## src/sv/srt_pkg.sv

```systemverilog
package srt_pkg;

  // Candidate width; candidates are taken modulo 2^VALUE_WIDTH
  localparam int unsigned VALUE_WIDTH = 16;
  // Bit counter width for the one-bit-per-cycle divider
  localparam int unsigned BIT_CNT_W   = $clog2(VALUE_WIDTH);
  // Depth of the queue between front and back
  localparam int unsigned QUEUE_DEPTH = 2;
  localparam int unsigned QUEUE_PTR_W = (QUEUE_DEPTH > 1) ? $clog2(QUEUE_DEPTH) : 1;
  localparam int unsigned QUEUE_CNT_W = $clog2(QUEUE_DEPTH + 1);
  // Smallest semiprime
  localparam int unsigned MIN_SEMIPRIME = 4;

  typedef logic [VALUE_WIDTH-1:0] value_t;

  // Input transfer payload
  typedef struct packed {
    value_t candidate;
    logic   range_end;
  } srt_in_t;

  // Result transfer payload
  typedef struct packed {
    value_t tested_value;
    logic   semiprime_flag;
    logic   any_found;
    logic   range_done;
  } srt_out_t;

  // Queue entry handed from front to back
  typedef struct packed {
    value_t value;
    logic   last;
    logic   trivial;  // below the smallest semiprime, no division needed
  } srt_item_t;

endpackage

```

## src/sv/srt_front.sv

```systemverilog
module srt_front
  import srt_pkg::*;
(
  input  logic      clk_i,
  input  logic      rst_ni,
  input  logic      push,
  output logic      full,
  input  srt_in_t   in_data_i,
  output logic      item_valid_o,
  input  logic      item_pop_i,
  output srt_item_t item_o
);

  srt_item_t                mem_q [QUEUE_DEPTH];
  logic [QUEUE_PTR_W-1:0]   wr_ptr_q, wr_ptr_d;
  logic [QUEUE_PTR_W-1:0]   rd_ptr_q, rd_ptr_d;
  logic [QUEUE_CNT_W-1:0]   cnt_q, cnt_d;
  logic                     wr_en, rd_en;
  srt_item_t                new_item;

  // Classify: tiny values skip the divider
  always_comb begin
    new_item.value   = in_data_i.candidate;
    new_item.last    = in_data_i.range_end;
    new_item.trivial = (in_data_i.candidate < value_t'(MIN_SEMIPRIME));
  end

  assign full         = (cnt_q == QUEUE_CNT_W'(QUEUE_DEPTH));
  assign item_valid_o = (cnt_q != '0);
  assign item_o       = mem_q[rd_ptr_q];
  assign wr_en        = push && !full;
  assign rd_en        = item_pop_i && item_valid_o;

  // Pointer and fill count update
  always_comb begin
    wr_ptr_d = wr_ptr_q;
    rd_ptr_d = rd_ptr_q;
    cnt_d    = cnt_q;
    if (wr_en) begin
      wr_ptr_d = (wr_ptr_q == QUEUE_PTR_W'(QUEUE_DEPTH - 1)) ? '0 : wr_ptr_q + 1'b1;
    end
    if (rd_en) begin
      rd_ptr_d = (rd_ptr_q == QUEUE_PTR_W'(QUEUE_DEPTH - 1)) ? '0 : rd_ptr_q + 1'b1;
    end
    if (wr_en && !rd_en) begin
      cnt_d = cnt_q + 1'b1;
    end else if (rd_en && !wr_en) begin
      cnt_d = cnt_q - 1'b1;
    end
  end

  always_ff @(posedge clk_i or negedge rst_ni) begin
    if (!rst_ni) begin
      wr_ptr_q <= '0;
      rd_ptr_q <= '0;
      cnt_q    <= '0;
    end else begin
      wr_ptr_q <= wr_ptr_d;
      rd_ptr_q <= rd_ptr_d;
      cnt_q    <= cnt_d;
    end
  end

  // Queue storage
  always_ff @(posedge clk_i) begin
    if (wr_en) begin
      mem_q[wr_ptr_q] <= new_item;
    end
  end

endmodule

```

## src/sv/srt_back.sv

```systemverilog
module srt_back
  import srt_pkg::*;
(
  input  logic      clk_i,
  input  logic      rst_ni,
  input  logic      item_valid_i,
  output logic      item_pop_o,
  input  srt_item_t item_i,
  output logic      empty,
  input  logic      pop,
  output srt_out_t  out_data_o
);

  typedef enum logic [4:0] {
    S_IDLE  = 5'b00001,
    S_CHECK = 5'b00010,
    S_DIV   = 5'b00100,
    S_EVAL  = 5'b01000,
    S_DONE  = 5'b10000
  } back_state_e;

  back_state_e state_q, state_d;

  value_t                   m_q, m_d;        // remaining cofactor
  value_t                   d_q, d_d;        // trial divisor
  logic [2*VALUE_WIDTH-1:0] dsq_q, dsq_d;    // d squared
  logic [1:0]               cnt_q, cnt_d;    // prime factors found
  value_t                   rem_q, rem_d;
  value_t                   quo_q, quo_d;
  logic [BIT_CNT_W-1:0]     bit_q, bit_d;
  value_t                   val_q, val_d;
  logic                     last_q, last_d;
  logic                     semi_q, semi_d;
  logic                     seen_q, seen_d;
  logic                     out_valid_q, out_valid_d;
  srt_out_t                 out_q, out_d;

  logic [VALUE_WIDTH:0]     rem_sh, rem_sub;
  logic                     ge;
  logic                     any;

  // One restoring division step
  assign rem_sh  = {rem_q, quo_q[VALUE_WIDTH-1]};
  assign ge      = (rem_sh >= {1'b0, d_q});
  assign rem_sub = rem_sh - {1'b0, d_q};
  assign any     = seen_q || semi_q;

  // Trial division sequencer
  always_comb begin
    state_d     = state_q;
    m_d         = m_q;
    d_d         = d_q;
    dsq_d       = dsq_q;
    cnt_d       = cnt_q;
    rem_d       = rem_q;
    quo_d       = quo_q;
    bit_d       = bit_q;
    val_d       = val_q;
    last_d      = last_q;
    semi_d      = semi_q;
    seen_d      = seen_q;
    out_d       = out_q;
    out_valid_d = out_valid_q && !pop;
    item_pop_o  = 1'b0;

    case (state_q)
      S_IDLE: begin
        if (item_valid_i) begin
          item_pop_o = 1'b1;
          val_d      = item_i.value;
          last_d     = item_i.last;
          m_d        = item_i.value;
          d_d        = value_t'(2);
          dsq_d      = (2*VALUE_WIDTH)'(4);
          cnt_d      = '0;
          semi_d     = 1'b0;
          state_d    = item_i.trivial ? S_DONE : S_CHECK;
        end
      end
      S_CHECK: begin
        if (dsq_q > {{VALUE_WIDTH{1'b0}}, m_q}) begin
          // leftover cofactor above one is a last prime factor
          semi_d  = ((cnt_q + {1'b0, (m_q > value_t'(1))}) == 2'd2);
          state_d = S_DONE;
        end else begin
          rem_d   = '0;
          quo_d   = m_q;
          bit_d   = '0;
          state_d = S_DIV;
        end
      end
      S_DIV: begin
        rem_d = ge ? rem_sub[VALUE_WIDTH-1:0] : rem_sh[VALUE_WIDTH-1:0];
        quo_d = {quo_q[VALUE_WIDTH-2:0], ge};
        bit_d = bit_q + 1'b1;
        if (bit_q == BIT_CNT_W'(VALUE_WIDTH - 1)) begin
          state_d = S_EVAL;
        end
      end
      S_EVAL: begin
        if (rem_q == '0) begin
          if (cnt_q == 2'd2) begin
            // third factor: not a semiprime
            semi_d  = 1'b0;
            state_d = S_DONE;
          end else begin
            m_d     = quo_q;
            cnt_d   = cnt_q + 1'b1;
            state_d = S_CHECK;
          end
        end else begin
          d_d     = d_q + 1'b1;
          dsq_d   = dsq_q + {{(VALUE_WIDTH-1){1'b0}}, d_q, 1'b1};
          state_d = S_CHECK;
        end
      end
      S_DONE: begin
        if (!out_valid_q || pop) begin
          out_d.tested_value   = val_q;
          out_d.semiprime_flag = semi_q;
          out_d.any_found      = last_q && any;
          out_d.range_done     = last_q;
          out_valid_d          = 1'b1;
          seen_d               = last_q ? 1'b0 : any;
          state_d              = S_IDLE;
        end
      end
      default: begin
        state_d = S_IDLE;
      end
    endcase
  end

  always_ff @(posedge clk_i or negedge rst_ni) begin
    if (!rst_ni) begin
      state_q     <= S_IDLE;
      seen_q      <= 1'b0;
      out_valid_q <= 1'b0;
      bit_q       <= '0;
      cnt_q       <= '0;
    end else begin
      state_q     <= state_d;
      seen_q      <= seen_d;
      out_valid_q <= out_valid_d;
      bit_q       <= bit_d;
      cnt_q       <= cnt_d;
    end
  end

  // Datapath registers
  always_ff @(posedge clk_i) begin
    m_q    <= m_d;
    d_q    <= d_d;
    dsq_q  <= dsq_d;
    rem_q  <= rem_d;
    quo_q  <= quo_d;
    val_q  <= val_d;
    last_q <= last_d;
    semi_q <= semi_d;
    out_q  <= out_d;
  end

  assign empty      = !out_valid_q;
  assign out_data_o = out_q;

`ifndef NO_ASSERTIONS
  // Factor count never passes two
  a_cnt_bound: assert property (@(posedge clk_i) disable iff (!rst_ni)
    cnt_q != 2'd3) else $error("factor count overflow");

  // A new result only appears when leaving the done state
  a_out_src: assert property (@(posedge clk_i) disable iff (!rst_ni)
    $rose(out_valid_q) |-> $past(state_q == S_DONE)) else $error("result without done");

  // Divider bit count stays at zero outside division
  a_bit_idle: assert property (@(posedge clk_i) disable iff (!rst_ni)
    (state_q == S_IDLE || state_q == S_DONE) |-> (bit_q == '0)) else $error("bit count");

  // Queue entry is only taken when the engine is idle
  a_pop_idle: assert property (@(posedge clk_i) disable iff (!rst_ni)
    item_pop_o |-> (state_q == S_IDLE && item_valid_i)) else $error("bad queue pop");
`endif

endmodule

```

## src/sv/semiprime_range_tester_core.sv

```systemverilog
// Semiprime range tester. Push candidates of a range one per transfer, with
// range_end set on the last one; each transfer yields one result in order
// with the candidate, its semiprime flag (product of exactly two primes,
// squares included), and on the last item any_found, which tells whether the
// range held a semiprime; the sticky flag then clears. Items are tested one
// at a time by trial division with a one-bit-per-cycle divider: each trial
// divisor goes through a bound check, VALUE_WIDTH divide steps and a
// remainder check. In the back end an item below 4 is taken from the queue
// and its result written with no division; a larger one is divided by each
// trial divisor up to the square root. An item waits in the done state
// while the result register still holds an unpopped result. A two-entry
// queue takes new candidates while the divider works, and a result register
// holds the finished result until popped.
module semiprime_range_tester_core
  import srt_pkg::*;
(
  input  logic     clk_i,
  input  logic     rst_ni,
  input  logic     push,
  output logic     full,
  input  srt_in_t  in_data_i,
  output logic     empty,
  input  logic     pop,
  output srt_out_t out_data_o
);

  logic      item_valid;
  logic      item_pop;
  srt_item_t item;

  srt_front u_front (
    .clk_i        (clk_i),
    .rst_ni       (rst_ni),
    .push         (push),
    .full         (full),
    .in_data_i    (in_data_i),
    .item_valid_o (item_valid),
    .item_pop_i   (item_pop),
    .item_o       (item)
  );

  srt_back u_back (
    .clk_i        (clk_i),
    .rst_ni       (rst_ni),
    .item_valid_i (item_valid),
    .item_pop_o   (item_pop),
    .item_i       (item),
    .empty        (empty),
    .pop          (pop),
    .out_data_o   (out_data_o)
  );

endmodule

```

## config.mk

```make
export PLATFORM = sky130hd
export DESIGN_NAME = semiprime_range_tester_core
export DESIGN_NICKNAME = d
export VERILOG_FILES = /design/src/sv/srt_pkg.sv /design/src/sv/srt_front.sv /design/src/sv/srt_back.sv /design/src/sv/semiprime_range_tester_core.sv
export SDC_FILE = /design/constraint.sdc
export NUM_CORES = 1
export LEC_CHECK = 0
export ABC_CLOCK_PERIOD_IN_PS = 7600
export BUFFER_PORTS_ARGS = -buffer_cell sky130_fd_sc_hd__buf_2
export CORE_AREA = 2 2 131 133
export CTS_CLUSTER_DIAMETER = 30
export DETAILED_ROUTE_END_ITERATION = 10
export DIE_AREA = 0 0 133 135
export PLACE_DENSITY = 0.88
export SKIP_LAST_GASP = 1
export SLEW_MARGIN = 20
export SYNTH_ARGS = -nofsm -noshare
export SYNTH_HDL_FRONTEND = slang
export SYNTH_SLANG_ARGS = --single-unit
```

## constraint.sdc

```tcl
create_clock -name clk_i -period 7.6 [get_ports clk_i]
set_input_delay 0.76 -clock clk_i [delete_from_list [all_inputs] [get_ports clk_i]]
set_output_delay 0.76 -clock clk_i [all_outputs]
set_load 0.03 [all_outputs]
```

* After elaboration in Yosys (flattened, before gate mapping)
Memories as Yosys holds them, arrays and structs flattened. Index checks and enable logic that the tools add are counted.
Word-level totals: register bits 150, bits in writable memories 36, bits of input ports 21, memories kept 1
Cells by class: add/sub/neg operators 10, $lt $le $gt $ge 4, equality and inequality tests 18, muxes and demuxes 45, reductions and logical operators 26
Memories:
- u_front.mem_q | depth 2, width 18, read ports 1, clocked after Yosys merged registers in 0, wr ports 1, line srt_front.sv:14 | srt_item_t mem_q [QUEUE_DEPTH];
Operators by type and width (number):
- $mux 16 | 8
- $pmux 16 s2 | 4
- $mux 32 | 2
- $pmux 32 s2 | 1
- $mux 5 | 7
- $add 32x17->32 | 1
- $gt 32x16->1 | 1
- $pmux 5 s5 | 1
- $ge 17x16->1 | 1
- $add 16x1->16 const B | 1
- $gt 16x1->1 const B | 1
- $logic_not 16->1 | 1
- $lt 16x3->1 const B | 1
- $sub 16x16->16 | 1
- $mux 1 | 13
- $mux 2 | 5
- $ne 2x1->1 const B | 5
- $ne 2x2->1 const B | 4
- $pmux 4 s2 | 1
- $reduce_bool 2->1 | 4
- $eq 2x2->1 const B | 3
- $logic_and 1x1->1 | 6
- $reduce_and 2->1 | 3
- $reduce_and 3->1 | 2
- 19 further kinds | 26

* Depth between registers and ports, before layout
word-level depth 7, mapped depth 10

* Modules after synthesis
From an unflattened synthesis, not the netlist that was laid out.
Second synthesis, totals: cells, all modules 924, area total of the unflattened synthesis 10098.4 um2
Modules (own cells, without submodules):
- srt_back | instances 1, cells an instance 844, area each 8564.5 um2
- srt_front | instances 1, cells an instance 80, area each 1534.0 um2

* Worst setup path before layout
Ideal clock, no wire load.
path kind register to register, start register u_back.state_q[4], end register u_back.d_q[0], enable pin, library setup time 0.527 ns, arrival time 4.511 ns, data required time 7.073 ns, slack 2.562 ns, cell stages (with the launch flop) 5, buffers on the path 0, cell sequence dfrtp_1 > nor3_1 > and3b_1 > nand2_1 > a21boi_0
On the way: longest elaborated chain between the ends 3
RTL lines:
- from (decl) | line srt_back.sv:22 | back_state_e state_q, state_d;
- from (signal assigned) | line srt_back.sv:142 | state_q <= state_d;
- $eq 5x4->1 / $eq 5x1->1 (equally long branches) | line srt_back.sv:66 | case (state_q)
- $ne 2x2->1 (no line) / $reduce_bool 2->1 (equally long branches)
- $reduce_and 3->1 (no line) *
- to (signal assigned) | line srt_back.sv:153 | d_q <= d_d;
- to (decl) | line srt_back.sv:25 | value_t d_q, d_d;
Mark *: on every way between the ends. The rest lies on a longest branch, timed or not. A chain may end at the register's enable or synchronous reset.

* Worst setup path after layout
start register u_back.m_q[7], end register u_back.rem_q[10], enable pin
On the way: longest elaborated chain between the ends 3
RTL lines:
- from (decl) | line srt_back.sv:24 | value_t m_q, m_d;
- from (signal assigned) | line srt_back.sv:152 | m_q <= m_d;
- $gt 32x16->1 | line srt_back.sv:81 | if (dsq_q > {{VALUE_WIDTH{1'b0}}, m_q}) begin
- $ne 2x2->1 (no line)
- $reduce_and 2->1 (no line)
- to (signal assigned) | line srt_back.sv:155 | rem_q <= rem_d;
- to (decl) | line srt_back.sv:28 | value_t rem_q, rem_d;
Every way passes these cells.

==> results.toml <==
[status]
outcome = "completed"

[sta]
fin_hold_ws_ns = 0.241
fmax_ghz = 0.318
setup_total_negative_slack_ns = 0
clock-skew-final_ns = 0.0113
time_the_final_worst_path_needs_with_i_o_delays_and_setup_ns = 3.14
max_slew_margin_pct = 33.7
rsz_0062_raised_after_global_routing = "false"
setup_viol = 0
final-hold-violation-count = 0
final_max_slew_viol_count = 0
period_share_pct = 41.3
worst_tran_pin_value_ns = 0.990

[cts]
cts.repair.resized = 0
cts_post_setup_buffers_inserted = 0
clk_path_buf_depth = 2
cts_root_buf = "sky130_fd_sc_hd__clkbuf_16"
cts.reportedPaths.clkPinSlew_ns = 0.07
cts_hold_buffers = 0
clock_insertion_delay_worst_skew_ns = 0.44
clock-sinks = 186
numCtsBuffers = 17
cts.htree.levels = 4
cts_tree = "done"

[setup_path]
crit_end = "u_back.rem_q[10]"
critical_path.reg2reg.endpoint = "u_back.rem_q[10]"
setup.worst_path.start = "u_back.m_q[7]"
crit_family = "compound AO/OA/AOI/OAI gates"
slowest_delay_ns = 0.69
cp_data_arrival_time_ns = 3.26
r2r_start = "u_back.m_q[7]"
worst-r2r-setup-slack_ns = 4.46
critical_path_buf_inv_count = 2
timing.reg2reg.worst_path_depth = 9
worst_path_max_delay_cell = "sky130_fd_sc_hd__o21ai_2"
crit_path_cell_trace = "inv_1 -> ha_1 -> a21oi_1 -> o21ai_0 -> a221o_1 -> nor3_1 -> o21bai_1 -> o21ai_2 -> buf_4"
startpoint_type = "flip-flop"
timing_worst_setup_path_type = "flip-flop to flip-flop"
crit_path_max_fanout = 18
endpoint_kind = "flip-flop"
path_depth = 9
crit_required_ns = 7.72

[routing]
viasPerCell = 6.00
routed_wire_length_per_instance_um = 17.8
via_count = 6669
detail_route.iter0.violations = 557
postRouteAntennaNets = 0
detail_route.wirelength_um = 19800
first_pass_iters = 5
remaining_drc_errors = 0

[grt]
gr-usage-met1_pct = 29.4
grt_first_pass_wirelength_um = 32700
grt_pass1_vias = 6693
globalRoute.busiestLayer = "met2"
initial_antenna_violation_count = 0
gr-usage-met3_pct = 4.17
grt_use_total_pct = 23.3
grt.overflow.total = 0
grt_util_met2_pct = 40.3
grt_max_degree = 65

[logic_synthesis]
synth_sequential_area_ratio_pct = 56.6
dominantRegCellSynth = "sky130_fd_sc_hd__edfxtp_1"
ys.warnings.count = 0
syn_area_cell_um2 = 11.7
ys_top_cells_by_area = "sky130_fd_sc_hd__edfxtp_1, sky130_fd_sc_hd__ha_1, sky130_fd_sc_hd__mux2_2"
netlist-cell-type-count = 61
netlist_instances = 834
netlist.area_leader.share_pct = 52.2
mappedNetlistNets = 910
yosys_register_bits = 186
netlist_area_before_placement_mm2 = 0.00973
synth_edf_count = 169
asyncSetResetFlopFracSynth_pct = 9.14
synthDominantAreaCellType = "sky130_fd_sc_hd__edfxtp_1"

[cells_and_area]
finalNonFillerCells = 1111
num_antenna_cells = 0
fillerInstances = 1149
layout-drive-gt1-share_pct = 14.7
multiInputGateArea_mm2 = 0.00393
final_design_area_no_fill_mm2 = 0.0108
area_delta_synth_final_pct = 10.9
layout.nets = 954
register_cell_area_after_layout_mm2 = 0.00550

[placed_design]
io_buffers = 41
hpwlAfterDp_um = 14100
finalWeightedCongestion = 0.847
place.detailed.instances = 1079
dpl_cell_area_mm2 = 0.0102

[pwr]
leakage_power_figure_nw = 4.04
worst_ir_drop_vdd_mv = 0.229
power.density_cell_area_mw_per_mm2 = 416
post-layout-total-power_mw = 4.49

[worst_hold_path]
hold_class = "input port to async pin"

[run]
max_cap_violations = 0

[floorplan]
row_cnt = 47
die_height_um = 135
number_of_top_level_pins = 42
dieArea_mm2 = 0.0180
die-width_um = 133
core_mm2 = 0.0164
initial_utilization_pct = 59.3
-- registers in the layout (all words and copies together) (netlist names) --
register	flops
u_front.mem_q	36
u_back.dsq_q	32
u_back.out_data_o	19
u_back.d_q	16
u_back.m_q	16
u_back.quo_q	16
u_back.rem_q	16
u_back.val_q	16
u_back.state_q	5
u_back.bit_q	4
u_back.cnt_q	2
u_front.cnt_q	2
u_back.last_q	1
u_back.out_valid_q	1
u_back.seen_q	1
u_back.semi_q	1
u_front.rd_ptr_q	1
u_front.wr_ptr_q	1
-- cell usage in the layout (no fill, tap or decap), drive strengths merged, types with 3 or more instances in the layout --
master,instances
o211ai,3
mux2i,8
o31ai,5
nor2b,8
a211oi,9
xnor2,31
o22ai,6
o21bai,3
nor2,73
and4,4
mux2,36
nand2,62
nand3b,4
nor4,17
clkbuf,19
xor2,15
nand2b,6
clkinv,5
a31oi,5
buf,48
or3,12
a21oi,47
nand4,16
dfrtp,16
and3,7
inv,63
o21a,7
a21o,16
ha,53
edfxtp,169
nor3,12
nand3,26
o21ai,52
-- metrics by stage --
stage / util, % / worst slack, ns
floorplan: - / 2.56
global placement: 62.0 / 4.58
detailed placement: 62.0 / 4.49
CTS: 65.7 / 4.49
global route: 65.7 / 4.28
finish: 65.7 / 4.46
-- area by class of cell --
class / instances / share of cell area, %
clock buffers: 19 / 4.20
clock inverters: 13 / 1.42
inverters: 56 / 1.95
multi-input cells: 569 / 36.5
flip-flops and latches: 186 / 51.0
well taps: 220 / 2.55
repair buffers: 48 / 2.39
-- cell usage after synthesis, drive strengths merged, types with 6 or more instances --
master / count
edfxtp: 169
nor2: 73
nand2: 62
inv: 56
ha: 53
o21ai: 52
a21oi: 47
mux2: 36
xnor2: 31
nand3: 26
nor4: 17
a21o: 16
clkbuf: 16
dfrtp: 16
nand4: 16
xor2: 15
nor3: 12
or3: 12
a211oi: 9
mux2i: 8
nor2b: 8
and3: 7
buf: 7
o21a: 7
nand2b: 6
o22ai: 6
-- per-layer routing --
| layer | vias to the layer above | share of wire [%] |
|---|---|---|
| met5 | - | 0 |
| met4 | 0 | 1.9 |
| met3 | 38 | 5.0 |
| met2 | 234 | 50 |
| met1 | 3213 | 43 |
| li1 | 3184 | - |
-- how the worst min path moves through the flow --
| stage | startpoint | end | slack [ns] |
|---|---|---|---|
| 2_1_floorplan | u_back.val_q[7] | u_back.out_data_o[10] | 0.40 |
| 3_3_place_gp | u_back.val_q[0] | u_back.out_data_o[3] | 0.40 |
| 3_5_place_dp | u_back.val_q[10] | u_back.out_data_o[13] | 0.40 |
| 4_1_cts | rst_ni | u_back.bit_q[2] | 0.24 |
| 5_1_grt | rst_ni | u_front.rd_ptr_q | 0.26 |
| 6_report | rst_ni | u_back.bit_q[2] | 0.24 |
-- report_power, final --
group	switching [mW]	internal, mW
combinational	1.08	0.709
clock	0.411	0.485
sequential	0.238	1.57
-- worst reg2reg max path, stage by stage (launching register included) --
cell	delay, ns
sky130_fd_sc_hd__edfxtp_1	0.43
sky130_fd_sc_hd__inv_1	0.11
sky130_fd_sc_hd__ha_1	0.26
sky130_fd_sc_hd__a21oi_1	0.13
sky130_fd_sc_hd__o21ai_0	0.10
sky130_fd_sc_hd__a221o_1	0.36
sky130_fd_sc_hd__nor3_1	0.15
sky130_fd_sc_hd__o21bai_1	0.17
sky130_fd_sc_hd__o21ai_2	0.69
sky130_fd_sc_hd__buf_4	0.40
-- logic make-up (layout without fill, tap and decap cells) --
family / Yosys count / count (layout) / share of synthesized area, %
buf+inv: 79 / 136 / 3.18
compound gates: 168 / 168 / 11.0
fa+ha+maj: 55 / 55 / 7.23
flops: 186 / 186 / 56.6
xor+xnor: 46 / 46 / 4.14
simple gates: 256 / 256 / 12.9
mux: 44 / 44 / 4.99
Note: power is estimated with default switching activity, not from simulation.
